<file path="config.mk">
export PLATFORM = sky130hd
export DESIGN_NAME = mfm_ram
export DESIGN_NICKNAME = d
export VERILOG_FILES = /design/src/rtl/mlp_forward_mse_macros.svh /design/src/rtl/mfm_ram.sv
export SDC_FILE = /design/constraint.sdc
export NUM_CORES = 1
export LEC_CHECK = 0
export BUFFER_PORTS_ARGS = -buffer_cell sky130_fd_sc_hd__buf_4
export CORE_MARGIN = 2
export CORE_UTILIZATION = 45
export CTS_BUF_LIST = sky130_fd_sc_hd__clkbuf_16
export DETAILED_ROUTE_END_ITERATION = 8
export SYNTH_ARGS = -nofsm -noshare
export SYNTH_HDL_FRONTEND = slang
export SYNTH_SLANG_ARGS = --single-unit
</file>
<file path="constraint.sdc">
create_clock -name clk -period 2.2 [get_ports clk]
set_input_delay 0 -clock clk [delete_from_list [all_inputs] [get_ports clk]]
set_output_delay 0 -clock clk [all_outputs]
set_load 0.01 [all_outputs]
</file>
<file path="src/rtl/mlp_forward_mse_macros.svh">
// Assertion macros for the MLP forward/MSE block.
// Included by the top level; no other dependencies.
`ifndef MLP_FORWARD_MSE_MACROS_SVH
`define MLP_FORWARD_MSE_MACROS_SVH
`define MFM_ASSERT_IMPL(lbl, a, c) \
  lbl: assert property (@(posedge clk) disable iff (!rst_n) (a) |-> (c)) \
    else $error("mlp_forward_mse: check failed");
`define MFM_ASSERT_NEXT(lbl, a, c) \
  lbl: assert property (@(posedge clk) disable iff (!rst_n) (a) |=> (c)) \
    else $error("mlp_forward_mse: check failed");
`endif

</file>
<file path="src/rtl/mfm_ram.sv">
// Generic single-port-write, single-port-read RAM with registered read.
// No dependencies.
module mfm_ram #(
  parameter int WIDTH = 16,
  parameter int DEPTH = 16
) (
  input  logic                     clk,
  input  logic                     we,
  input  logic [$clog2(DEPTH)-1:0] waddr,
  input  logic [WIDTH-1:0]         wdata,
  input  logic [$clog2(DEPTH)-1:0] raddr,
  output logic [WIDTH-1:0]         rdata
);
  logic [WIDTH-1:0] mem [DEPTH];

  always_ff @(posedge clk) begin
    if (we) begin
      mem[waddr] <= wdata;
    end
    rdata <= mem[raddr];
  end
endmodule

</file>
==> metrics, run 1 <==
initial drt markers 386; worst reg2reg startpoint mem[10][2]; clock root cell clkbuf_16; Syn-to-layout area delta 18.8%; I/O Buffers 41; Vias 4,707; FF-to-FF End rdata[2]; Crit. End Element flop; Die H 153 µm; vias in the first global route 4,973; CP Class reg2reg; synthesized area per cell 23.2 µm²; Worst path max stage delay 0.47 ns; Ys Warns 0; clk_lat worst skew 0.54 ns; drt drc 0; Layout Cells excl Fill 829; Rows 54; Tmin final 1.29 ns; clk_skew 0.00856 ns; Startpoint Class flop; drt wl/cell 24.8 µm; Levels on crit path 3; Slew Viols, Final 0; Core Footprint 0.0219 mm²; area of the die 0.0235 mm²; CTS tree built; crit path DAT 1.70 ns; Critical Path Start mem[10][2]; PwrDens 914 mW/mm²; maxcap violations 0; clock buffer depth 3; CTS sink cnt 272; initial core utilization 0.459; flop2flop setup slack 0.91 ns; Placer Congestion 0.719; Worst-path clk slew 0.06 ns; largest net degree at the start of global routing 32; setup TNS 0 ns; num ports 42; final instance area 0.0119 mm²; crit path max fanout 1; GRT Overall Usage 0.178; Synth Net Count 458; Post-Syn Area 0.0100 mm²; Max Clk Rate 774 MHz; CP top delay family multiplexers; register bit count reported by yosys 272; register area share after synthesis 0.797; min-delay worst type in2reg; initial antenna violation count 0; post-CTS setup buffer count 0; CTS Buf Count 28; worst path buffer plus inverter count 0; antenna-violating nets left 0; number of antenna repair diodes 0; Post-Synthesis Cells 432; final hold slack 0.0749 ns; status complete, no violations; Worst EP required 2.61 ns; Reg2Reg Depth 3; fraction of layout cells with a size suffix above 1 0.333; Pre-Repair DR Iteration Count 4; CP endpoint rdata[2]; placed cells 762; cts hold-fix bufs 16; fin nets 554; first-pass GRT wire length 30,900 µm; synth unique cells 19; filler cell count 1,698; critical path cell sequence mux4_2 > a22oi_1 > nand2_1; slowest cell on the critical path mux4_2; Tightest Pin Transition 1.13 ns; Final Cycle Share 0.587; final setup vio count 0; total wire length 20,500 µm; Via density 5.68; RSZ-0062 raised after global routing false; Leakage 3.97 nW; final hold vios 0; Slew Limit Headroom 0.242; hpwl dp 11,900 µm; VDD IR max 624 µV; total grt overflow 0; Die Width 153 µm; Area after DPL 0.0109 mm²; H-Tree Level Count 1; post-cts repair resize count 0
## worst min path at each step
stage,startpoint,end,depth (start not counted)
2_1_floorplan,wdata[0],mem[0][0],0
3_3_place_gp,wdata[12],mem[10][12],1
3_5_place_dp,wdata[11],mem[11][11],1
4_1_cts,waddr[0],mem[4][10],3
5_1_grt,waddr[0],mem[4][10],3
6_report,waddr[1],mem[4][10],3
## per-layer routing
metal | track usage | vias up | routed length (µm) | share of wire
li1 | - | 2041 | - | -
met1 | 0.267 | 2497 | 9230 | 0.45
met2 | 0.278 | 128 | 9850 | 0.48
met3 | 0.0261 | 41 | 941 | 0.046
met4 | 0.0476 | 0 | 525 | 0.026
met5 | 0 | - | 0 | 0
## where the power goes
part / total, mW / switching, mW / internal, mW
clock: 4.50 / 1.85 / 2.65
sequential: 5.83 / 0.0366 / 5.79
combinational: 0.574 / 0.305 / 0.269
## stage by stage
stage | total power [mW] | utilization | setup slack, ns
3_5_place_dp | 6.50 | 0.497 | 0.554
2_1_floorplan | 6.23 | - | 0.145
6_report | 10.9 | 0.545 | 0.909
3_3_place_gp | 6.49 | 0.497 | 0.562
5_1_grt | 11.3 | 0.545 | 0.817
4_1_cts | 11.0 | 0.545 | 0.855
## synth_stat cells, drive strengths merged
library cell  count  area [µm²]
nand3b            2        15.0
nor3              4        20.0
nor2b             2        12.5
buf              13        93.8
nand2            17        63.8
nand2b            2        12.5
a22oi            32         240
and2              1        6.26
edfxtp          256        7690
clkbuf            8        30.0
dfxtp            16         320
nor2             13        48.8
mux4             64        1480
or3b              1        8.76
nand3             1        5.00
## final cells by class
class                           count  area [µm²]  area share
Clock buffer                       28         701      0.0587
Sequential cell                   272        8010       0.671
Tap cell                          280         350      0.0294
Timing Repair Buffer               87         718      0.0602
Multi-Input combinational cell    139        1970       0.165
Clock inverter                     23         189      0.0158
## flip-flops by register name, indices dropped and copies added (netlist names)
| signal | flops |
|---|---|
| mem | 256 |
| rdata | 16 |
## placed cells by master (no fill, tap or decap), types with 4 or more instances in the layout
cell type / instances
nor3_2: 4
mux4_1: 10
nand2_1: 17
mux4_2: 54
inv_1: 7
clkbuf_16: 28
clkinv_1: 5
dfxtp_1: 16
edfxtp_1: 256
clkinv_2: 6
dlygate4sd3_1: 16
nor2_2: 12
buf_4: 69
a22oi_1: 32
## cell families (layout without fill, tap and decap cells)
| family | after synthesis | count (layout) | synth area share |
|---|---|---|---|
| buffers and inverters | 21 | 138 | 0.0123 |
| flip-flops | 272 | 272 | 0.797 |
| AND/OR/NAND/NOR | 43 | 43 | 0.0192 |
| AO/OA/AOI/OAI | 32 | 32 | 0.0239 |
| multiplexers | 64 | 64 | 0.147 |
## worst reg2reg max path: cells and delay by family, from the launching register on
| family | cells | cell delay (ns) |
|---|---|---|
| and+or+nand+nor | 1 | 0.08 |
| AOI/OAI and AO/OA | 1 | 0.25 |
| muxes | 1 | 0.47 |
| DFF | 1 | 0.36 |
Note: power is estimated with default switching activity, not from simulation.
==> run 2: changes to the inputs <==
--- a/config.mk
+++ b/config.mk
@@ -5,6 +5,7 @@
 export SDC_FILE = /design/constraint.sdc
 export NUM_CORES = 1
 export LEC_CHECK = 0
+export ABC_AREA = 1
 export BUFFER_PORTS_ARGS = -buffer_cell sky130_fd_sc_hd__buf_4
 export CORE_MARGIN = 2
 export CORE_UTILIZATION = 45
==> constraint.sdc (replaced) <==
create_clock -name clk -period 1.32 [get_ports clk]
set_input_delay 0 -clock clk [delete_from_list [all_inputs] [get_ports clk]]
set_output_delay 0 -clock clk [all_outputs]
set_load 0.01 [all_outputs]
==> metrics, run 2 <==
status complete, no violations; register bit count reported by yosys 272 (unchanged); CP top delay family flip-flops; clock root cell clkbuf_16; Pre-Repair DR Iteration Count 5 (+1); Via density 4.91 (-14%); initial antenna violation count 0 (unchanged); final setup vio count 0 (unchanged); I/O Buffers 41 (unchanged); synth unique cells 13 (-6); biggest regs mem: 256 flops, rdata: 16 flops; final hold slack 0.0173 ns (-0.0576 ns); fin nets 1,192 (+120%); Critical Path Start rdata[0]; synthesized area per cell 10.6 µm² (-54%); hpwl dp 16,400 µm (+38%); drt wl/cell 18.1 µm (-27%); VDD IR max 1040 µV (+67%); Synth Net Count 1,100 (+140%); async set-or-reset flop fraction in the synthesized netlist 0 (unchanged); crit path max fanout 1 (unchanged); Layout Cells excl Fill 1,518 (+83%); most frequent cells after synthesis 341 x nand2_1, 256 x edfxtp_1, 196 x inv_1; Die Width 163 µm (+6.3%); Crit. End Element output port; Worst path max stage delay 0.38 ns (-0.09 ns); Slew Limit Headroom 0.696 (+0.455); drt drc 0 (unchanged); H-Tree Level Count 1 (unchanged); Worst EP required 1.32 ns (-1.29 ns); PwrDens 1400 mW/mm² (+53%); area of the die 0.0266 mm² (+13%); Vias 7,449 (+58%); final instance area 0.0136 mm² (+14%); EDFF count, synth 256 (unchanged); Synth area leader edfxtp_1; Max Clk Rate 937 MHz; worst path buffer plus inverter count 1 (+1); Placer Congestion 0.795 (+11%); Int Power 14.9 mW (+71%); num ports 42 (unchanged); Rows 58 (+7.4%); placed cells 1,449 (+90%); Post-Syn Area 0.0114 mm² (+13%); Core Footprint 0.0250 mm² (+14%); FF-to-FF End rdata[1]; Startpoint Class flop; total wire length 27,500 µm (+34%); switch share 0.217 (+0.0165); Hold Path Cell Cnt 5 (+2); most frequent cells in the layout 341 x nand2_1, 256 x edfxtp_1, 200 x inv_1, 193 x nand3_1, 79 x buf_4; clock buffer depth 3 (unchanged); count leader, synth nand2_1; post-CTS setup buffer count 0 (unchanged); Post-Synthesis Cells 1,074 (+150%); Sequential Power Share 0.511 (-0.023); total grt overflow 0 (unchanged); Gate power share 0.070 (+0.017); largest net degree at the start of global routing 55 (+72%); initial drt markers 506 (+31%); Final Cycle Share 0.808; Slew Viols, Final 0 (unchanged); slowest cell on the critical path dfxtp_1; GRT Overall Usage 0.213 (+0.0349); Min-Delay Endpoint rdata[0]; initial core utilization 0.455 (-0.00422); CTS tree built; Area contributors post-synth edfxtp_1 68%, nand2_1 11%, nand3_1 8.5%; Leakage 5.85 nW (+48%); CTS Buf Count 28 (unchanged); first-pass GRT wire length 42,200 µm (+37%); Clock power frac 0.419 (+0.006); register area share after synthesis 0.704 (-0.0937); cts hold-fix bufs 17 (+1); flop2flop setup slack 0.35 ns (-0.56 ns); RSZ-0062 raised after global routing false; critical path cell sequence buf_4; maxcap violations 0 (unchanged); final hold vios 0 (unchanged); max FFs per register 256 (unchanged); commonest non-fill, non-tap cell in the layout nand2_1; setup ws final 0.253 ns (-0.656 ns); final core occ 0.542 (-0.00307); CTS sink cnt 272 (unchanged); Syn-to-layout area delta 19.2%; number of antenna repair diodes 0 (unchanged); Area after DPL 0.0125 mm² (+15%); Synth top area share 0.675 (-0.0900); dominant synthesized flop cell edfxtp_1; crit path DAT 1.07 ns (-0.63 ns); CP Class reg2out; Tmin final 1.07 ns; vias in the first global route 7,111 (+43%); Worst-path clk slew 0.06 ns (about the same); Net Sw Power 4.13 mW (+89%); clk_skew 0.0137 ns (+0.00517 ns); Ys Warns 0 (unchanged); Reg2Reg Depth 6 (+3); worst reg2reg startpoint mem[6][1]; antenna-violating nets left 0 (unchanged); post-route total power 19.0 mW (+74%); post-cts repair resize count 0 (unchanged); clk_lat worst skew 0.54 ns (about the same); Post-Place Worst Slack 0.145 ns (-0.409 ns); Tightest Pin Transition 0.456 ns (-0.677 ns); Die H 163 µm (+6.3%); fraction of layout cells with a size suffix above 1 0.131 (-0.202); min-delay worst type in2reg; Most flops, register mem; hold_sp raddr[2]; setup TNS 0 ns (unchanged)
-- run 2: power by group through the flow --
stage | logic [mW] | clock network (mW) | registers [mW]
after global placement | 1.29 | 0 | 9.90
after detailed placement | 1.30 | 0 | 9.90
final | 1.33 | 7.96 | 9.71
after global routing | 1.48 | 8.45 | 9.73
after CTS | 1.35 | 8.12 | 9.71
after floorplan | 0.652 | 0 | 9.91
-- run 2: metal layers --
metal  global-route usage  wire [µm]  vias up
li1                     -          -     3651
met1                0.312      12800     3547
met2                0.338      12600      210
met3               0.0287       1580       41
met4               0.0551        529        0
met5                    0          0        -
-- run 2: final cells by class --
type | count | area (µm²)
clock buffer | 29 | 726
clock inverter | 23 | 210
fill | 2198 | 11500
inverter | 198 | 746
multi-input combinational | 553 | 2360
sequential | 272 | 8010
tap | 330 | 413
timing repair buffer | 113 | 1100
-- run 2: logic make-up after synthesis --
kind of cell / Yosys count / share of synthesized area
simple gates: 553 / 0.204
buf+inv: 249 / 0.0921
flops: 272 / 0.704
-- run 2: worst max-delay path by stage --
stage | end | cells past startpoint
after floorplan | mem[10][0] | 2
after global placement | mem[4][15] | 4
after detailed placement | mem[4][11] | 4
after CTS | rdata[0] | 1
after global routing | rdata[0] | 1
final | rdata[0] | 1
