File: config.mk
export PLATFORM = sky130hd
export DESIGN_NAME = mfm_div
export DESIGN_NICKNAME = d
export VERILOG_FILES = /design/src/rtl/mlp_forward_mse_macros.svh /design/src/rtl/mfm_div.sv
export SDC_FILE = /design/constraint.sdc
export NUM_CORES = 1
export LEC_CHECK = 0
export BUFFER_PORTS_ARGS = -buffer_cell sky130_fd_sc_hd__buf_4
export CELL_PAD_IN_SITES_DETAIL_PLACEMENT = 1
export CELL_PAD_IN_SITES_GLOBAL_PLACEMENT = 1
export CORE_UTILIZATION = 44
export CTS_BUF_LIST = sky130_fd_sc_hd__clkbuf_8
export DETAILED_ROUTE_END_ITERATION = 8
export PLACE_DENSITY_LB_ADDON = 0.1
export RECOVER_POWER = 50
export SYNTH_ARGS = -nofsm -noshare
export SYNTH_HDL_FRONTEND = slang
export SYNTH_SLANG_ARGS = --single-unit
export TNS_END_PERCENT = 10
File: constraint.sdc
create_clock -name clk -period 2.95 [get_ports clk]
set_input_delay 0.1475 -clock clk [delete_from_list [all_inputs] [get_ports clk]]
set_output_delay 0.1475 -clock clk [all_outputs]
set_load 0.05 [all_outputs]
File: src/rtl/mlp_forward_mse_macros.svh
// Assertion macros for the MLP forward/MSE block.
// Included by the top level; no other dependencies.
`ifndef MLP_FORWARD_MSE_MACROS_SVH
`define MLP_FORWARD_MSE_MACROS_SVH
`define MFM_ASSERT_IMPL(lbl, a, c) \
  lbl: assert property (@(posedge clk) disable iff (!rst_n) (a) |-> (c)) \
    else $error("mlp_forward_mse: check failed");
`define MFM_ASSERT_NEXT(lbl, a, c) \
  lbl: assert property (@(posedge clk) disable iff (!rst_n) (a) |=> (c)) \
    else $error("mlp_forward_mse: check failed");
`endif

File: src/rtl/mfm_div.sv
// Restoring unsigned divider, one quotient bit per cycle.
// No dependencies.
module mfm_div #(
  parameter int NW = 48,
  parameter int DW = 16
) (
  input  logic          clk,
  input  logic          rst_n,
  input  logic          start,
  input  logic [NW-1:0] num,
  input  logic [DW-1:0] den,
  output logic          done,
  output logic [NW-1:0] quo
);
  localparam int CW = $clog2(NW + 1);
  logic [NW-1:0] quo_r;
  logic [DW:0]   rem_r;
  logic [DW-1:0] den_r;
  logic [CW-1:0] cnt_r;
  logic          busy_r, done_r;
  logic [DW:0]   trial;

  assign trial = {rem_r[DW-1:0], quo_r[NW-1]};

  always_ff @(posedge clk) begin
    if (!rst_n) begin
      busy_r <= 1'b0;
      done_r <= 1'b0;
      cnt_r  <= '0;
    end else begin
      done_r <= 1'b0;
      if (start) begin
        busy_r <= 1'b1;
        quo_r  <= num;
        rem_r  <= '0;
        den_r  <= den;
        cnt_r  <= CW'(NW);
      end else if (busy_r) begin
        if (trial >= {1'b0, den_r}) begin
          rem_r <= trial - {1'b0, den_r};
          quo_r <= {quo_r[NW-2:0], 1'b1};
        end else begin
          rem_r <= trial;
          quo_r <= {quo_r[NW-2:0], 1'b0};
        end
        cnt_r <= cnt_r - 1'b1;
        if (cnt_r == CW'(1)) begin
          busy_r <= 1'b0;
          done_r <= 1'b1;
        end
      end
    end
  end

  assign done = done_r;
  assign quo  = quo_r;
endmodule

==> metrics, run 1 <==
HPWL after detailed placement=7683 um; post-synth net total=425; die area=about 11000 um2; Layout fillers=around 1100; fin area=between 5000 and 6000 um2; fin crit share=approximately 90%; vias in the first global route=approximately 3400; Layout area overhead=25.88%; Critical Path AT=roughly 2.7 ns; Slew HR=between 10 and 15%; Crit Path Category=reg2reg; Int Power=~2.2 mW; initial antenna violation count=0; synth unique cells=47; cts hold-fix bufs=16; final setup TNS=0 ns; Period minus WS final=around 2.6 ns; maximum resistive drop on vdd=289.5 uV; ys flop type=edfxtp_1; Critical Path, Cell by Cell=ha_1 > a21oi_1 > nand3_1 > a31o_2 > a211oi_4 > mux2i_1 > a31oi_1; Worst Path Required=3.02 ns; Gate power share=about a quarter; hold_ws=0.03983 ns; Lkg Pwr=about 2.2 nW; Clk pwr share=25.9%; antenna-violating nets left=0; antenna cell count=0; Vert. Die Dim=between 100 and 150 um; routability cong.=between 0.8 and 0.9; max-slew violations=0; Core Region=9819 um2; post-synthesis instance total=between 300 and 400; Post-synth top cells=edfxtp_1 (80), mux2_2 (48), nor2_1 (29); Syn Area/Cell=13.18 um2; main area contributors after synthesis=edfxtp_1 (54%), mux2_2 (12%), ha_1 (5.0%); Iter 0 DRT Violations=100; sw frac=a little under a third; Slowest-stage cell, CP=edfxtp_1; final hold violations=0; slew at the pin with the worst max-slew slack=about 1.3 ns; layout cells sized above 1=approximately 29%; Post-Route WL=roughly 11000 um; Yosys warning total=0; type of origin of the critical path=flop; Die W=approximately 100 um; drt pass-1 iters=4; synthesized flop and latch total=88; Seq/Total Area, Yosys=a little under three fifths; # DRC=0; Worst-Skew Late Latency=0.37 ns; EDFF count, synth=80; share of the synthesized area in the top cell type=53.77%; Post-CTS Resized=0; max cap viols=0; Synth area leader=edfxtp_1; setup bufs post-CTS=0; H-tree levels=3; RSZ-0062 raised after global routing=no; Async S/R FF share, synth=0%; share of power burned in registers=47.5%; clk slew on worst S/H paths=approximately 0.10 ns; clk root buf=clkbuf_8; Slowest Stage Delay on Critical Path=roughly 0.40 ns; highest clock rate=around 0.38 GHz; most common cell in the netlist=edfxtp_1; port bufs=115; P_sw=about 1.0 mW; pin count of the biggest net entering global routing=54; Worst Hold Class=in2reg; I/O Pins=around 120; area of the multi-input gates=1747 um2; Clock Skew=about 0.013 ns; Initial Util=a little under half; final worst slack=0.3062 ns; maximum clock insertion buffer count=2; DP Area=approximately 5500 um2; final-stage net count=approximately 560; synthesized area=about 4500 um2; Vias/cell=5.198; CTS buffer count=9; Crit Path Max Fanout=5; wire per inst=about 18 um; dpl ws=between 0.3 and 0.4 ns; flip-flop and latch area=~2600 um2; Power Dens Cells=roughly 580 nW/um2; first-pass GRT wire length=approximately 17000 um; Total GRT Usage=a little over a fifth; routed via count=3176; clock sinks=slightly below 90; status=finished, final reports clean; grt ovf=0; Critical Path Sink Type=flop; CTS tree=built; site row count=36; final setup vio count=0
## state kept, by name, indices dropped and copies added, names as in the netlist
signal and cells:
cnt_r 6, done 1, den_r 16, busy_r 1, quo 48, rem_r 16
## path summary, 6_finish.rpt
kind,start,end,slack (ns),cells after the start
max reg2reg,rem_r[3],rem_r[15],0.31,7
min reg2reg,cnt_r[1],cnt_r[1],0.50,2
min,rst_n,cnt_r[4],0.04,2
max,rem_r[3],rem_r[15],0.31,7
## metal layers
layer / GRT usage, % / wire, um
met5: 0 / 0
met4: 8.017 / 167
met3: 7.729 / 679
met2: 36.31 / 5440
met1: 25.37 / 4483
## power groups by stage
stage / registers [mW] / clock network (mW) / logic, mW
2_1_floorplan: 1.71 / 0 / 0.494
3_5_place_dp: 1.57 / 0 / 0.888
6_report: 1.54 / 0.839 / 0.863
5_1_grt: 1.55 / 0.902 / 0.940
4_1_cts: 1.54 / 0.855 / 0.910
3_3_place_gp: 1.56 / 0 / 0.866
## worst max-delay path: cells and delay by family, from the launching register on
kind / cells / cell delay [ns]
adder cells (fa/ha/maj): 1 / 0.37
flip-flops: 1 / 0.40
AO/OA/AOI/OAI: 4 / 1.09
multiplexers: 1 / 0.26
AND/OR/NAND/NOR: 1 / 0.23
## cell usage in the layout (no fill, tap or decap), types with 3 or more instances in the layout
cell type,count
nand2_1,11
clkbuf_8,9
clkbuf_4,15
mux2_2,48
nor3_1,6
nor2_1,29
buf_4,51
a21oi_1,13
o21a_1,4
clkbuf_1,51
o22ai_1,4
nand2b_1,7
dfxtp_1,8
clkinv_1,3
dlygate4sd3_1,16
nand3_1,9
a21boi_0,3
o21ai_0,3
ha_1,18
xnor2_1,9
inv_1,24
edfxtp_1,80
mux2i_1,9
xor2_1,9
## cell type report
cell class	instances	share of cell area, %
Clock buffer	9	2.202
Clock inverter	7	1.112
Inverter	24	1.602
Multi-Input combinational cell	215	31.06
Sequential cell	88	45.56
Tap cell	133	2.959
Timing Repair Buffer	135	15.51
## cell families after synthesis
group | after synthesis | share of synthesized area, %
buffers and inverters | 36 | 3.584
XOR/XNOR | 18 | 3.529
flip-flops | 88 | 57.35
AO/OA/AOI/OAI | 47 | 7.729
multiplexers | 57 | 14.11
adder cells (fa/ha/maj) | 19 | 5.489
AND/OR/NAND/NOR | 74 | 8.205
## stage by stage
step | total power [mW] | util (%) | std cells
global route | 3.391 | 57.28 | 611
global placement | 2.427 | 55.72 | 579
finish | 3.239 | 57.28 | 611
floorplan | 2.201 | - | 339
detailed placement | 2.453 | 55.72 | 579
CTS | 3.305 | 59.25 | 611
No activity file was read; power rests on OpenSTA's default activity.
==> run 2, diff against run 1 <==
MAX_ROUTING_LAYER = met4   (was unset)
TNS_END_PERCENT = 1   (was 10)
==> run 2 against run 1 <==
Net effect:
- cell count stayed put
- largest cell class unchanged
- largest power group unchanged
- critical path type unchanged
- total power hardly changed
- design area stayed put
==> metrics, run 2 (same netlist as run 1, synthesis figures left out) <==
status=finished, final reports clean (unchanged); cts hold-fix bufs=16 (unchanged); Worst-Skew Late Latency=0.37 ns (about the same); highest clock rate=0.3785 GHz (was 0.3782 GHz); Clock Skew=0.01293 ns (was 0.01329 ns); antenna-violating nets left=0 (unchanged); Power Dens Cells=575.9 nW/um2 (was 576.0 nW/um2); H-tree levels=3 (unchanged); vias in the first global route=3402 (was 3393); min-delay src=rst_n (unchanged); most common cell after layout, fill and taps aside=edfxtp_1 (unchanged); Total GRT Usage=22.33% (was 21.57%); share of power burned in registers=47.5% (about the same); Post-Layout Cell Count=611 (unchanged); slew at the pin with the worst max-slew slack=1.325 ns (was 1.336 ns); Slew HR=11.69% (was 10.95%); type of origin of the critical path=flop (unchanged); maximum resistive drop on vdd=290.2 uV (was 289.5 uV); CTS buffer count=9 (unchanged); final setup vio count=0 (unchanged); Clk pwr share=25.9% (about the same); flip-flop and latch area=2562 um2 (unchanged); Lkg Pwr=2.200 nW (unchanged); Crit Path Max Fanout=5 (unchanged); layout cells sized above 1=29.08% (unchanged); most frequent cells in the layout=edfxtp_1 (80), buf_4 (51), clkbuf_1 (51) (unchanged); fin crit share=89.56% (was 89.62%); P_sw=1.027 mW (about the same); WHS Endpoint=cnt_r[4] (unchanged); max-slew violations=0 (unchanged); Int Power=2.212 mW (about the same); clk slew on worst S/H paths=0.10 ns (about the same); pin count of the biggest net entering global routing=54 (unchanged); final setup TNS=0 ns (unchanged); Slowest-stage cell, CP=edfxtp_1 (unchanged); final-stage net count=559 (unchanged); placed cells=579 (unchanged); area of the multi-input gates=1747 um2 (unchanged); Critical R2R Launch=rem_r[3] (unchanged); Worst Path Required=3.02 ns (about the same); Die W=102.8 um (unchanged); R2R Setup Slk=0.31 ns (about the same); cell count of the worst reg-to-reg path=7 (unchanged); final hold violations=0 (unchanged); Iter 0 DRT Violations=102 (was 100); maximum clock insertion buffer count=2 (unchanged); grt ovf=0 (unchanged); site row count=36 (unchanged); Slowest Stage Delay on Critical Path=0.40 ns (about the same); drt pass-1 iters=4 (unchanged); port bufs=115 (unchanged); die area=10560 um2 (unchanged); antenna cell count=0 (unchanged); Post-CTS Resized=0 (unchanged); Vert. Die Dim=102.8 um (unchanged); Critical Path AT=2.71 ns (was 2.72 ns); clk root buf=clkbuf_8 (unchanged); Post-Route WL=10770 um (about the same); Worst Hold Class=in2reg (unchanged); Layout fillers=1072 (unchanged); Core Region=9819 um2 (unchanged); Tot Pwr=3.239 mW (about the same); HPWL after detailed placement=7683 um (unchanged); wire per inst=17.63 um (about the same); CTS tree=built (unchanged); sw frac=31.71% (about the same); max cap viols=0 (unchanged); I/O Pins=116 (unchanged); Vias/cell=5.188 (was 5.198); routability cong.=0.8515 (was 0.8385); # DRC=0 (unchanged); RSZ-0062 raised after global routing=no (unchanged); routed via count=3170 (was 3176); clock sinks=88 (unchanged); Gate power share=26.6% (about the same); setup bufs post-CTS=0 (unchanged); hold_ws=0.04229 ns (was 0.03983 ns); Crit Path Category=reg2reg (unchanged); Critical Path Sink Type=flop (unchanged); Layout area overhead=25.88% (unchanged); Critical Path, Cell by Cell=ha_1 > a21oi_1 > nand3_1 > a31o_2 > a211oi_4 > mux2i_1 > a31oi_1 (unchanged); initial antenna violation count=0 (unchanged); first-pass GRT wire length=16860 um (was 16890 um); Critical R2R Capture=rem_r[15] (unchanged); Initial Util=45.50% (unchanged); Period minus WS final=2.642 ns (was 2.644 ns); Largest register FFs=48 (unchanged); Hold Path Stages=2 (unchanged)
## run 2: per-layer routing
| layer | track usage, % | part of all wire (%) |
|---|---|---|
| met3 | 5.831 | 4.8 |
| met5 | - | 0 |
| met2 | 36.26 | 50 |
| met4 | 8.342 | 1.5 |
| met1 | 26.78 | 44 |
## run 2: layout make-up
| class | count | share of cell area (%) |
|---|---|---|
| flip-flops and latches | 88 | 45.56 |
| multi-input cells | 215 | 31.06 |
| repair buffers | 135 | 15.51 |
| well taps | 133 | 2.959 |
| clock buffers | 9 | 2.202 |
| inverters | 24 | 1.602 |
| clock inverters | 7 | 1.112 |
## run 2: worst max path at each step
stage	endpoint	slack, ns	startpoint
detailed placement	rem_r[15]	0.36	rem_r[3]
CTS	rem_r[15]	0.33	rem_r[3]
floorplan	quo[0]	0.37	start
finish	rem_r[15]	0.31	rem_r[3]
global placement	rem_r[10]	0.40	quo[47]
global route	rem_r[12]	0.14	rem_r[13]
## run 2: worst max-delay path: cells and delay by family (launching register included)
family | cells | cell delay, ns
multiplexers | 1 | 0.25
flip-flops | 1 | 0.40
adder cells (fa/ha/maj) | 1 | 0.37
AND/OR/NAND/NOR | 1 | 0.23
AO/OA/AOI/OAI | 4 | 1.09
## run 2: through the flow
step                worst slack (ns)  area (um2)  utilization [%]
floorplan                     0.3726        4468                -
global placement              0.4008        5472            55.72
detailed placement            0.3551        5472            55.72
CTS                           0.3338        5818            59.25
global route                  0.1374        5624            57.28
finish                        0.3080        5624            57.28
## run 2: power by group through the flow
stage / registers [mW] / clock network, mW / logic (mW)
global route: 1.55 / 0.907 / 0.940
floorplan: 1.71 / 0 / 0.494
global placement: 1.56 / 0 / 0.866
finish: 1.54 / 0.839 / 0.863
detailed placement: 1.57 / 0 / 0.888
CTS: 1.54 / 0.855 / 0.910
